===== config.mk =====
export PLATFORM = sky130hd
export DESIGN_NAME = gdt_ram
export DESIGN_NICKNAME = d
export VERILOG_FILES = /design/src/hw/rtl/gdt_ram.sv
export SDC_FILE = /design/constraint.sdc
export NUM_CORES = 1
export LEC_CHECK = 0
export ABC_AREA = 1
export BUFFER_PORTS_ARGS = -buffer_cell sky130_fd_sc_hd__buf_4
export CORE_MARGIN = 5
export CORE_UTILIZATION = 33
export CTS_BUF_LIST = sky130_fd_sc_hd__clkbuf_8
export CTS_CLUSTER_SIZE = 25
export DETAILED_ROUTE_END_ITERATION = 12
export GPL_TIMING_DRIVEN = 1
export SYNTH_ARGS = -nofsm -noshare
export SYNTH_HDL_FRONTEND = slang
export SYNTH_SLANG_ARGS = --single-unit

===== constraint.sdc =====
create_clock -name clk -period 2.6 [get_ports clk]
set_clock_uncertainty 0.05 [all_clocks]
set_input_delay 0.39 -clock clk [delete_from_list [all_inputs] [get_ports clk]]
set_output_delay 0.39 -clock clk [all_outputs]
set_load 0.03 [all_outputs]

===== src/hw/rtl/gdt_ram.sv =====
module gdt_ram #(
	parameter int W = 8,
	parameter int D = 64
) (
	input  logic                 clk,
	input  logic                 we,
	input  logic [$clog2(D)-1:0] waddr,
	input  logic [W-1:0]         wdata,
	input  logic [$clog2(D)-1:0] raddr,
	output logic [W-1:0]         rdata
);

	logic [W-1:0] mem_q [D];

	// write one entry, register the read
	always_ff @(posedge clk) begin
		if (we) begin
			mem_q[waddr] <= wdata;
		end
		rdata <= mem_q[raddr];
	end

endmodule


==> flow_metrics.env <==
export IMPL_status="complete, no violations"
export IMPL_cp_arrival_ps=1460
export IMPL_avgRoutedWirePerCell_microns=19.4
export IMPL_cp_cell_sequence="buf_4"
export IMPL_post_dp_hpwl_microns=31400
export IMPL_gr_total_overflow=0
export IMPL_final_common_cell="nand2_1"
export IMPL_synth_cells=1805
export IMPL_synth_warnings=0
export IMPL_cts_tree="yes"
export IMPL_io_pins=30
export IMPL_fin_tns_setup_ps=0
export IMPL_core_area_sq_mm=0.0642
export IMPL_slew_violations=0
export IMPL_cts_setup_buffers=0
export IMPL_yosysUniqueCellTypes=16
export IMPL_path_class="reg -> out"
export IMPL_final_cell_mix="nand2_1 (648), edfxtp_1 (512), nand3_1 (439), buf_4 (110), clkbuf_8 (85)"
export IMPL_cts_buffers=83
export IMPL_grt_start_max_net_pins=104
export IMPL_via_per_inst=4.99
export IMPL_cts_root_buf="clkbuf_8"
export IMPL_drive_above_1_share=0.117
export IMPL_yosys_top_cells_area="edfxtp_1 (72%), nand2_1 (11%), nand3_1 (10%)"
export IMPL_antenna_found_initial=2
export IMPL_met3WireLength_microns=4980
export IMPL_dr_pass1_iters=5
export IMPL_port_buffers=29
export IMPL_start_util=0.332
export IMPL_finalHoldViolCount=0
export IMPL_grt_use_total=0.155
export IMPL_critPathBufInv=1
export IMPL_areaGrowthSynthToFinish_pct=13.5
export IMPL_setup_violations=0
export IMPL_drc_errors=0
export IMPL_min_period_ps=1900
export IMPL_vias=14100
export IMPL_min_path_type="in -> reg"
export IMPL_die_area_sq_mm=0.0698
export IMPL_cap_violations=0
export IMPL_syn_num_nets=1827
export IMPL_max_freq_mhz=527
export IMPL_clk_path_buf_depth=3
export IMPL_routed_top_layer="met5"
export IMPL_wl_met2_microns=24700
export IMPL_cp_start_kind="flop"
export IMPL_worstPathMaxFanout=1
export IMPL_synth_top_cell_area_share=0.720
export IMPL_m1WireLength_microns=24000
export IMPL_grt_pass1_vias=13900
export IMPL_post_route_period_util=0.730
export IMPL_worstMarginPinSlew_ps=853
export IMPL_final_net_count=1925
export IMPL_rows=93
export IMPL_wirelength_microns=54900
export IMPL_cts_sinks=520
export IMPL_critPathTopFamily="flip-flops"
export IMPL_syn_area_sq_mm=0.0213
export IMPL_p_leak_nw=8.81
export IMPL_max_slew_margin=0.431
export IMPL_drt_initial_drc_count=1412
export IMPL_clk_latency_ps=660
export IMPL_cp_required_ps=2160
export IMPL_antenna_cells=0
export IMPL_path_clk_slew_ps=60
export IMPL_fp_dieH_microns=264
export IMPL_ir_drop_v=0.000306
export IMPL_powerDensity_mw_per_mm2=693
export IMPL_grt_pass1_wl_microns=83800
export IMPL_fp_dieW_microns=264
export IMPL_dp_cells=2672
export IMPL_slowest_delay_ps=550
export IMPL_crit_slowest_cell="dfxtp_1"
export IMPL_yosysTopAreaCell="edfxtp_1"
export IMPL_gp_congestion=0.883
export IMPL_ys_ff_latch=520
export IMPL_drt_antenna_violating_nets=0
export IMPL_endpoint_kind="output port"
export IMPL_fin_util=0.377
export IMPL_avgSynthCellArea_sq_um=11.8
export IMPL_finalNonFillerCells=2825
export IMPL_htree_num_levels=3
export IMPL_ys_seq_area_frac=0.728
export IMPL_rsz0062_at_grt="false"
export IMPL_fillers=6203
export IMPL_fin_hold_ws_ps=165
## worst paths after layout
check                                  start  endpoint  slack [ps]  cells past startpoint
worst max-delay path                rdata[5]  rdata[5]         700                      1
worst min-delay path                raddr[4]  rdata[3]         170                      4
worst min register to register  mem_q[56][1]  rdata[1]         780                      8
worst max register to register  mem_q[47][7]  rdata[7]        1070                      8
## worst min-delay path, stage by stage
cell and delay, ps:
buf_4 190, nand3_1 120, nand3_1 70, nand2_1 60
## Yosys cell counts, drive strengths merged
cell type and count:
nand4 9, nand3 439, nor2 56, inv 12, buf 98, clkbuf 15
nand2 648, edfxtp 512, dfxtp 8, nor4 8
## area by class of cell
| cell class | count | area [sq um] | share of cell area |
|---|---|---|---|
| Clock buffer | 84 | 1160 | 0.0477 |
| Clock inverter | 68 | 323 | 0.0133 |
| Inverter | 12 | 52.6 | 0.00217 |
| Multi-Input combinational cell | 1160 | 4950 | 0.204 |
| Sequential cell | 520 | 15500 | 0.642 |
| Tap cell | 855 | 1070 | 0.0442 |
| Timing Repair Buffer | 126 | 1130 | 0.0467 |
## sequential cells by signal, indices dropped and copies added (netlist names)
signal  cells
rdata       8
mem_q     512
## metrics by stage
stage | worst slack (ps) | area [sq um] | power (mW)
floorplan | 394 | 21300 | 10.2
global placement | 345 | 22700 | 10.6
detailed placement | 306 | 22700 | 10.6
CTS | 736 | 24200 | 16.9
global route | 662 | 24200 | 17.4
finish | 703 | 24200 | 16.8
## metal layers
layer  global-route usage  vias to the layer above
met5                    0                        -
met4               0.0455                        2
met2                0.238                      534
li1                     -                     6561
met1                0.216                     6901
met3               0.0436                       91
## logic make-up after synthesis
family,share of synthesized area
and+or+nand+nor,0.232
DFF,0.728
buffers and inverters,0.0402
## timing repair
item                                   in CTS  in global routing
resized for setup                           0                  0
hold buffers                                1                  0
endpoints found under the hold margin       1                  0
## report_power, final
part / switching [mW] / internal (mW)
sequential: 0.0388 / 9.28
combinational: 0.851 / 0.302
clock: 3.18 / 3.12
total: 4.07 / 12.7
No activity file was read; power rests on OpenSTA's default activity.
