`src/hw/rtl/gdt_pkg.sv`:
```
package gdt_pkg;

	// input function codes
	localparam logic [1:0] FUNC_INSERT = 2'd0;
	localparam logic [1:0] FUNC_SEARCH = 2'd1;
	localparam logic [1:0] FUNC_CLEAR  = 2'd2;

	// result status codes
	localparam logic [2:0] STS_OK         = 3'd0;
	localparam logic [2:0] STS_TABLE_FULL = 3'd1;
	localparam logic [2:0] STS_ADJ_FULL   = 3'd2;
	localparam logic [2:0] STS_NO_START   = 3'd3;
	localparam logic [2:0] STS_VISIT      = 3'd4;

	// vertex colour marks
	localparam logic [1:0] COL_WHITE = 2'd0;
	localparam logic [1:0] COL_GREY  = 2'd1;
	localparam logic [1:0] COL_BLACK = 2'd2;

	// one result beat
	typedef struct packed {
		logic [2:0]  status;
		logic [15:0] vertex_label;
		logic [7:0]  discovered_at;
		logic [7:0]  finished_at;
		logic [15:0] parent_label;
		logic        has_parent;
		logic        last;
	} result_t;

endpackage

```
`src/hw/rtl/gdt_out_reg.sv`:
```
module gdt_out_reg (
	input  logic             clk,
	input  logic             arst_n,
	input  logic             push,
	input  gdt_pkg::result_t push_data,
	output logic             push_ready,
	output logic             result_valid,
	input  logic             result_ready,
	output gdt_pkg::result_t result_data
);
	import gdt_pkg::*;

	logic    full_q;
	result_t data_q;

	assign push_ready   = !full_q || result_ready;
	assign result_valid = full_q;
	assign result_data  = data_q;

	// hold the beat until taken
	always_ff @(posedge clk or negedge arst_n) begin
		if (!arst_n) begin
			full_q <= 1'b0;
		end else if (push && push_ready) begin
			full_q <= 1'b1;
		end else if (result_ready) begin
			full_q <= 1'b0;
		end
	end

	always_ff @(posedge clk) begin
		if (push && push_ready) begin
			data_q <= push_data;
		end
	end

endmodule

```
`config.mk`:
```
export PLATFORM = sky130hd
export DESIGN_NAME = gdt_out_reg
export DESIGN_NICKNAME = d
export VERILOG_FILES = /design/src/hw/rtl/gdt_pkg.sv /design/src/hw/rtl/gdt_out_reg.sv
export SDC_FILE = /design/constraint.sdc
export NUM_CORES = 1
export LEC_CHECK = 0
export BUFFER_PORTS_ARGS = -buffer_cell sky130_fd_sc_hd__buf_2
export CORE_MARGIN = 10
export CORE_UTILIZATION = 36
export DETAILED_ROUTE_END_ITERATION = 8
export PLACE_DENSITY = 0.74
export SLEW_MARGIN = 20
export SYNTH_ARGS = -nofsm -noshare
export SYNTH_HDL_FRONTEND = slang
export SYNTH_SLANG_ARGS = --single-unit
```
`constraint.sdc`:
```
create_clock -name clk -period 1.3 [get_ports clk]
set_input_delay 0.065 -clock clk [delete_from_list [all_inputs] [get_ports clk]]
set_output_delay 0.065 -clock clk [all_outputs]
set_load 0.03 [all_outputs]
```
==> metrics, run 1 <==
Initial Utilization 0.3753; Yosys top cell area share 0.9673; Crit path max-delay family flip-flops; Leak 0.001251 µW; fin util 0.6718; Detailed Route Iter0 Violations 38; port bufs about 110; asr flop ratio synth 0.01852; endpoints failing setup 0; Primary FF master, synth edfxtp_1; Synth Instances 57; layout cells sized above 1 0.5279; CP peak stage delay 0.44 ns; nets ~290; YS warnings 0; Placeable Area 4384 µm²; vias per cell roughly 4.3; RSZ-0062 raised after global routing false; internal power about 2700 µW; CP max FO 34; Seq/Total Area, Yosys 0.9825; Detailed Route WL ~5400 µm; Fmax about 0.82 GHz; Placed Area 2307 µm²; Post-Syn Area roughly 1600 µm²; Clk pin slew, worst setup/hold paths approximately 0.090 ns; Worst Setup SP result_valid; Comb power frac 0.163; Area growth syn-to-layout 79.01%; first-pass GRT wire length between 8000 and 9000 µm; WP buf/inv 1; critical path endpoint category flip-flop; critical path's slowest cell dfrtp_2; boundary pin count 112; syn_nets 114; top-count cell post-synth edfxtp_1; antenna violations before repair 0; worst-path cell chain nand2b_4, and2_4, buf_12; maxcap violations 0; RR Startpoint result_valid; Net Sw Power around 900 µW; Max Slew Vio Count 0; Worst Max-Slew Pin Slew around 0.18 ns; Rel. slew slack 0.8793; htree depth 2; die height 87.61 µm; number of gates resized after CTS 0; PD cells 1200 nW/µm²; synth top area cells edfxtp_1 97%, dfrtp_1 1.5%, nand2b_4 0.84%; switching share of power 0.2491; Post-synth top cells 53 x edfxtp_1, 1 x and2_4, 1 x dfrtp_1, 1 x nand2b_1, 1 x nand2b_4; die footprint roughly 7700 µm²; Skew-Pair Late Insertion Delay slightly above 0.3 ns; drt drc 0; Sequential Power Share 0.580; Sum Neg Setup Slack 0 ns; clk sink count 54; worst hold path startpoint result_ready; total grt overflow 0; hold crit path type primary input to flip-flop; largest net degree at the start of global routing 35; Die Wd about 90 µm; CTS tree done; crit path DAT 1.21 ns; Routed Antenna Nets 0; total design power ~3500 µW; startpoint types flip-flop; Finished Cell Area 2945 µm²; Synth Register Bits 54; Critical Path RT about 1.3 ns; clock network fraction of total power 0.256; Global Route Usage Sum 0.1448; status complete, no violations; Final period util 0.9336; Post-synth EDFFs 53; Max IR drop VDD 0.9243 mV; Routed wire per std cell 18.89 µm; min Tclk post-route roughly 1.2 ns; Fin. Hold Viols 0; vias between 1000 and 1500; GP Congestion ~0.64; area leader, netlist edfxtp_1; CP Class flip-flop to flip-flop; # rows 24; Clock Path Buffers 2; syn_area_per_cell around 29 µm²; distinct cell type count after synthesis 5; drt first pass iters 4; vias in the first global route 1509; CTS root buffer clkbuf_8; ant diodes 0; CTS Buf Count 5; Clock Skew between 0.009 and 0.01 ns
cells by family (layout without fill, tap and decap cells):
| family | Yosys count | count (layout) | share of synthesized area |
|---|---|---|---|
| AND/OR/NAND/NOR | 3 | 3 | 0.01749 |
| buffers and inverters | 0 | 176 | 0 |
| flip-flops | 54 | 54 | 0.9825 |
state kept, by name (all words and copies together) (netlist names):
name and flops:
result_data 53, result_valid 1
routing by layer:
metal	track usage	part of all wire
met3	0.1049	0.15
met4	0.04348	0.0026
met2	0.2586	0.54
met1	0.1236	0.30
met5	0	0
metrics by stage:
step / cells / setup WS [ns] / hold WS (ns)
finish: 285 / 0.08628 / 0.06006
global route: 285 / 0.04949 / 0.05944
CTS: 285 / 0.1011 / 0.02429
detailed placement: 222 / 0.1145 / -0.1541
global placement: 222 / 0.1453 / -0.1572
floorplan: 57 / -0.1955 / -0.2306
path summary, 6_finish.rpt:
check                                 end  slack [ns]  cells after the start
setup reg to reg           result_data[4]        0.09                      3
hold / removal               result_valid        0.06                      3
min in group asynchronous    result_valid        0.10                      2
setup / recovery           result_data[4]        0.09                      3
max in group asynchronous    result_valid        1.09                      2
hold reg to reg              result_valid        0.57                      2
repair_timing:
item | in CTS | in global routing
buffers inserted | 0 | 0
endpoints found under the hold margin | 55 | 0
hold buffers | 55 | 0
power groups by stage:
| stage | Sequential [µW] | Clock [µW] | Combinational, µW |
|---|---|---|---|
| after floorplan | 2280 | 0 | 42.9 |
| after global placement | 2080 | 0 | 438 |
| after detailed placement | 2090 | 0 | 445 |
| after CTS | 2050 | 935 | 574 |
| after global routing | 2060 | 997 | 614 |
| final | 2050 | 906 | 578 |
area by class of cell:
| class | count | area (µm²) |
|---|---|---|
| fill | 305 | 1439 |
| sequential | 54 | 1618 |
| timing repair buffer | 168 | 1146 |
| tap | 52 | 65.06 |
| multi-input combinational | 3 | 28.78 |
| clock buffer | 6 | 72.57 |
| clock inverter | 2 | 15.01 |
tightest hold or removal path: stages:
cell,delay (ns)
buf_2,0.09
nand2b_4,0.12
nand2b_1,0.06
placed cells by master, fill, tap and decap left out:
cell type / Yosys / final
dlygate4sd3_1: 0 / 55
buf_12: 0 / 2
clkinvlp_4: 0 / 2
and2_4: 1 / 1
edfxtp_1: 53 / 53
dfrtp_2: 0 / 1
nand2b_1: 1 / 1
buf_2: 0 / 111
clkbuf_8: 0 / 5
nand2b_4: 1 / 1
clkbuf_1: 0 / 1
No activity file was read; power rests on OpenSTA's default activity.
==> inputs of run 2 (changes only) <==
--- a/config.mk
+++ b/config.mk
@@ -10,6 +10,7 @@
 export CORE_UTILIZATION = 36
 export DETAILED_ROUTE_END_ITERATION = 8
 export PLACE_DENSITY = 0.74
+export RECOVER_POWER = 100
 export SLEW_MARGIN = 20
 export SYNTH_ARGS = -nofsm -noshare
 export SYNTH_HDL_FRONTEND = slang
==> run 2 against run 1 <==
Compared with the run above: register-to-register slack hardly changed; worst hold slack better by 0.011 ns; critical path depth stayed put; final cell count stayed put; fmax is 0.65% higher; sequential cell count stayed put; sequential share of layout area is 1.5 points higher.
==> metrics, run 2 (same netlist as run 1, synthesis figures left out) <==
number of gates resized after CTS 0; Initial Utilization 0.3753; die height 87.61 µm; Worst Max-Slew Pin Slew 0.4205 ns; Area growth syn-to-layout 74.22%; Routed wire per std cell approximately 19 µm; most frequent cells in the layout 57 x clkbuf_1, 55 x dlygate4sd3_1, 54 x buf_2, 53 x edfxtp_1, 5 x clkbuf_8; non-filler cells, final between 200 and 300; worst slack at placement about 0.11 ns; drt first pass iters 4; commonest non-fill, non-tap cell in the layout clkbuf_1; Clk pin slew, worst setup/hold paths approximately 0.090 ns; Routed Antenna Nets 0; CP Class flip-flop to flip-flop; Max IR drop VDD approximately 0.92 mV; CP max FO 34; vias in the first global route roughly 1500; first-pass GRT wire length around 8300 µm; vias per cell 4.267; Final period util 0.9276; Placeable Area 4384 µm²; Max Slew Vio Count 0; critical path endpoint category flip-flop; die footprint between 7000 and 8000 µm²; Finished Cell Area 2867 µm²; Fmax between 0.8 and 0.9 GHz; final setup margin 0.09411 ns; htree depth 2; Rel. slew slack 0.7209; post-CTS setup repair buffer count 0; max FFs per register between 50 and 60; Leak between 0.001 and 0.0015 µW; Detailed Route Iter0 Violations 20; total grt overflow 0; crit path DAT 1.21 ns; min Tclk post-route between 1 and 1.5 ns; Hold-fix buffers, CTS between 50 and 60; Critical Path RT around 1.3 ns; hold crit path type primary input to flip-flop; hold-critical path depth 3; maxcap violations 0; clk sink count between 50 and 60; largest net degree at the start of global routing 35; Detailed Route WL roughly 5400 µm; layout cells sized above 1 0.2876; vias 1216; drt drc 0; RSZ-0062 raised after global routing false; Placed Area 2307 µm²; PD cells around 1200 nW/µm²; startpoint types flip-flop; reg2reg path depth 3; nets between 200 and 300; boundary pin count 112; Clock Path Buffers 2; Skew-Pair Late Insertion Delay ~0.31 ns; reg2reg setup slack about 0.094 ns; worst-path cell chain nand2b_4, and2_4, buf_12; status complete, no violations; Fin. Hold Viols 0; Die Wd 87.61 µm; ant diodes 0; CTS Buf Count 5; Inst Count DP 222; antenna violations before repair 0; Global Route Usage Sum 0.1448; Clock Skew about 0.010 ns; GP Congestion 0.6396; # rows 24; port bufs 111; CP peak stage delay 0.44 ns; critical path's slowest cell dfrtp_2; endpoints failing setup 0; Sum Neg Setup Slack 0 ns; CTS tree done; CTS root buffer clkbuf_8
run 2: cell count changes in the layout (fill, tap and decap cells not counted):
cell / before / now
buf_12: 2 / 1
buf_2: 111 / 54
buf_6: 0 / 1
clkbuf_1: 1 / 57
clkbuf_2: 0 / 1
run 2: layer usage:
layer,track usage,vias up,part of all wire
met5,0,-,0
met4,0.04348,0,0.0076
met3,0.1049,4,0.15
met2,0.2586,66,0.54
met1,0.1236,572,0.30
li1,-,574,-
run 2: cell type report:
| type | instances | area (µm²) |
|---|---|---|
| Clock inverter | 2 | 15.01 |
| Clock buffer | 6 | 72.57 |
| Sequential cell | 54 | 1618 |
| Fill cell | 329 | 1518 |
| Timing Repair Buffer | 168 | 1067 |
| Multi-Input combinational cell | 3 | 28.78 |
| Tap cell | 52 | 65.06 |
run 2: report_power, final:
part / switching (µW) / internal (µW)
Clock: 524 / 380
Sequential: 28.6 / 2030
Combinational: 329 / 219
Total: 881 / 2620
run 2: through the flow:
stage	power, µW	utilization	hold slack [ns]
2_1_floorplan	2324	-	-0.2306
3_3_place_gp	2519	0.5263	-0.1572
3_5_place_dp	2533	0.5263	-0.1541
4_1_cts	3557	0.6718	0.02429
5_1_grt	3644	0.6538	0.06097
6_report	3505	0.6538	0.07091
run 2: critical path: cells and delay by family, from the launching register on:
kind                   cells  cell delay (ns)
flip-flops                 1             0.44
AND/OR/NAND/NOR            2             0.25
buffers and inverters      1             0.21
run 2: final timing paths:
kind                                   start        endpoint
min in group asynchronous             arst_n    result_valid
worst max register to register  result_valid  result_data[4]
max in group asynchronous             arst_n    result_valid
worst min register to register  result_valid    result_valid
worst max-delay path            result_valid  result_data[4]
worst min-delay path            result_ready    result_valid
==> inputs of run 3 (changes only) <==
--- a/config.mk
+++ b/config.mk
@@ -9,7 +9,7 @@
 export CORE_MARGIN = 10
 export CORE_UTILIZATION = 36
 export DETAILED_ROUTE_END_ITERATION = 8
-export PLACE_DENSITY = 0.74
+export PLACE_DENSITY = 0.72
 export RECOVER_POWER = 100
 export SLEW_MARGIN = 20
 export SYNTH_ARGS = -nofsm -noshare
==> run 3 against run 2 <==
Compared with the run above: sequential cell count is the same; register-to-register slack is essentially flat; global-route usage grew 0.080 points; core utilization grew 0.71 points; first-iteration DRC count grew to 3.7 times the previous value; clock power grew 27%; critical endpoint is now result_data[51]; largest power group unchanged; highest routed layer unchanged.
==> metrics, run 3 (same netlist as run 1, synthesis figures left out) <==
maxcap violations 0; Fin. Hold Viols 0; max FFs per register 53; drt first pass iters 4; Net Sw Power 917.8 µW; Routed Antenna Nets 0; nets 289; startpoint types flip-flop; largest net degree at the start of global routing 28; vias roughly 1200; met2 wire len about 2900 µm; Hold Slack around 0.041 ns; commonest non-fill, non-tap cell in the layout clkbuf_1; CTS tree done; Area growth syn-to-layout 76.12%; DR WL met3 between 700 and 800 µm; Fmax 0.8191 GHz; DRT met1 WL roughly 1900 µm; Routed wire per std cell 19.53 µm; Clock Skew between 0.005 and 0.006 ns; critical path endpoint category flip-flop; CTS Buf Count 5; status complete, no violations; vias per cell ~4.4; Max IR drop VDD just over 0.7 mV; Detailed Route WL approximately 5600 µm; ant diodes 0; crit path DAT about 1.2 ns; Max Slew Vio Count 0; critical path's slowest cell dfrtp_2; die footprint 7675 µm²; hold crit path type primary input to flip-flop; worst-path cell chain nand2b_4, and2_4, buf_8; CP max FO 27; Critical Path RT around 1.3 ns; Die Wd 87.61 µm; vias in the first global route 1444; Worst Max-Slew Pin Slew roughly 0.43 ns; clk sink count 54; uppermost layer routed met4; most frequent cells in the layout 57 x clkbuf_1, 55 x dlygate4sd3_1, 53 x edfxtp_1, 52 x buf_2, 5 x clkbuf_8; Final period util 0.9391; CTS root buffer clkbuf_8; port bufs between 100 and 150; Sequential Power Share 0.547; Clk pin slew, worst setup/hold paths approximately 0.10 ns; Placeable Area about 4400 µm²; internal power ~2800 µW; Initial Utilization 0.3753; # rows 24; post-CTS setup repair buffer count 0; htree depth 2; CP peak stage delay 0.44 ns; non-filler cells, final 285; Comb power frac 0.147; clock network fraction of total power 0.306; endpoints failing setup 0; layout cells sized above 1 0.2876; PD cells 1294 nW/µm²; GP Congestion approximately 0.64; first-pass GRT wire length a little over 8000 µm; Detailed Route Iter0 Violations 73; CP Class flip-flop to flip-flop; total grt overflow 0; antenna violations before repair 0; die height 87.61 µm; Leak 0.001116 µW; min Tclk post-route between 1 and 1.5 ns; boundary pin count 112; Global Route Usage Sum 0.1456; Clock Path Buffers 2; Rel. slew slack 0.7151; drt drc 0; switching share of power 0.2447; Inst Count DP 222; RSZ-0062 raised after global routing false; Skew-Pair Late Insertion Delay ~0.30 ns
==> run 3: cell count changes in the layout (fill, tap and decap cells not counted), sizes merged <==
cell      delta
clkinvlp     -2
bufinv       +1
inv          +2
buf          -2
clkbuf       +1
==> run 3: per-layer routing <==
metal / vias to the layer above / global-route usage
met4: 0 / 0.05507
met2: 74 / 0.2480
met1: 586 / 0.1393
met5: - / 0
met3: 6 / 0.09099
li1: 575 / -
==> run 3: power by group through the flow <==
stage / logic [µW] / clock network (µW) / registers, µW
finish: 552 / 1150 / 2050
global route: 587 / 1230 / 2060
detailed placement: 445 / 0 / 2090
floorplan: 42.9 / 0 / 2280
CTS: 575 / 1160 / 2050
global placement: 439 / 0 / 2080
==> run 3: worst max-delay path: cells and delay by family (launching register included) <==
family,cells,cell delay (ns)
buffers and inverters,1,0.22
flip-flops,1,0.44
AND/OR/NAND/NOR,2,0.25
==> run 3: repair_timing <==
| item | CTS | global route |
|---|---|---|
| setup endpoints to repair | 0 | 0 |
| hold buffers | 55 | 0 |
| gates resized for setup | 0 | 0 |
| hold endpoints to repair | 55 | 0 |
==> run 3: worst paths after layout <==
| check | cells past startpoint | to | start | slack, ns |
|---|---|---|---|---|
| setup / recovery | 3 | result_data[51] | result_valid | 0.08 |
| hold / removal | 3 | result_valid | result_ready | 0.04 |
| setup reg to reg | 3 | result_data[51] | result_valid | 0.08 |
| hold reg to reg | 2 | result_valid | result_valid | 0.56 |
| max in group asynchronous | 2 | result_valid | arst_n | 1.09 |
| min in group asynchronous | 2 | result_valid | arst_n | 0.08 |
==> run 3: final cells by class <==
cell class | count | area [µm²]
sequential | 54 | 1618
fill | 315 | 1486
timing repair buffer | 168 | 1070
clock buffer | 5 | 68.82
tap | 52 | 65.06
clock inverter | 3 | 47.55
multi-input combinational | 3 | 28.78
==> run 3: through the flow <==
stage / setup WS [ns] / utilization / setup TNS (ns) / instance area (µm²) / total power (µW)
2_1_floorplan: -0.1955 / - / -10.36 / 1647 / 2324
3_3_place_gp: 0.1743 / 0.5263 / 0 / 2307 / 2520
3_5_place_dp: 0.1512 / 0.5263 / 0 / 2307 / 2531
4_1_cts: 0.1399 / 0.6784 / 0 / 2974 / 3783
5_1_grt: 0.04750 / 0.6610 / 0 / 2898 / 3878
6_report: 0.07911 / 0.6610 / 0 / 2898 / 3751
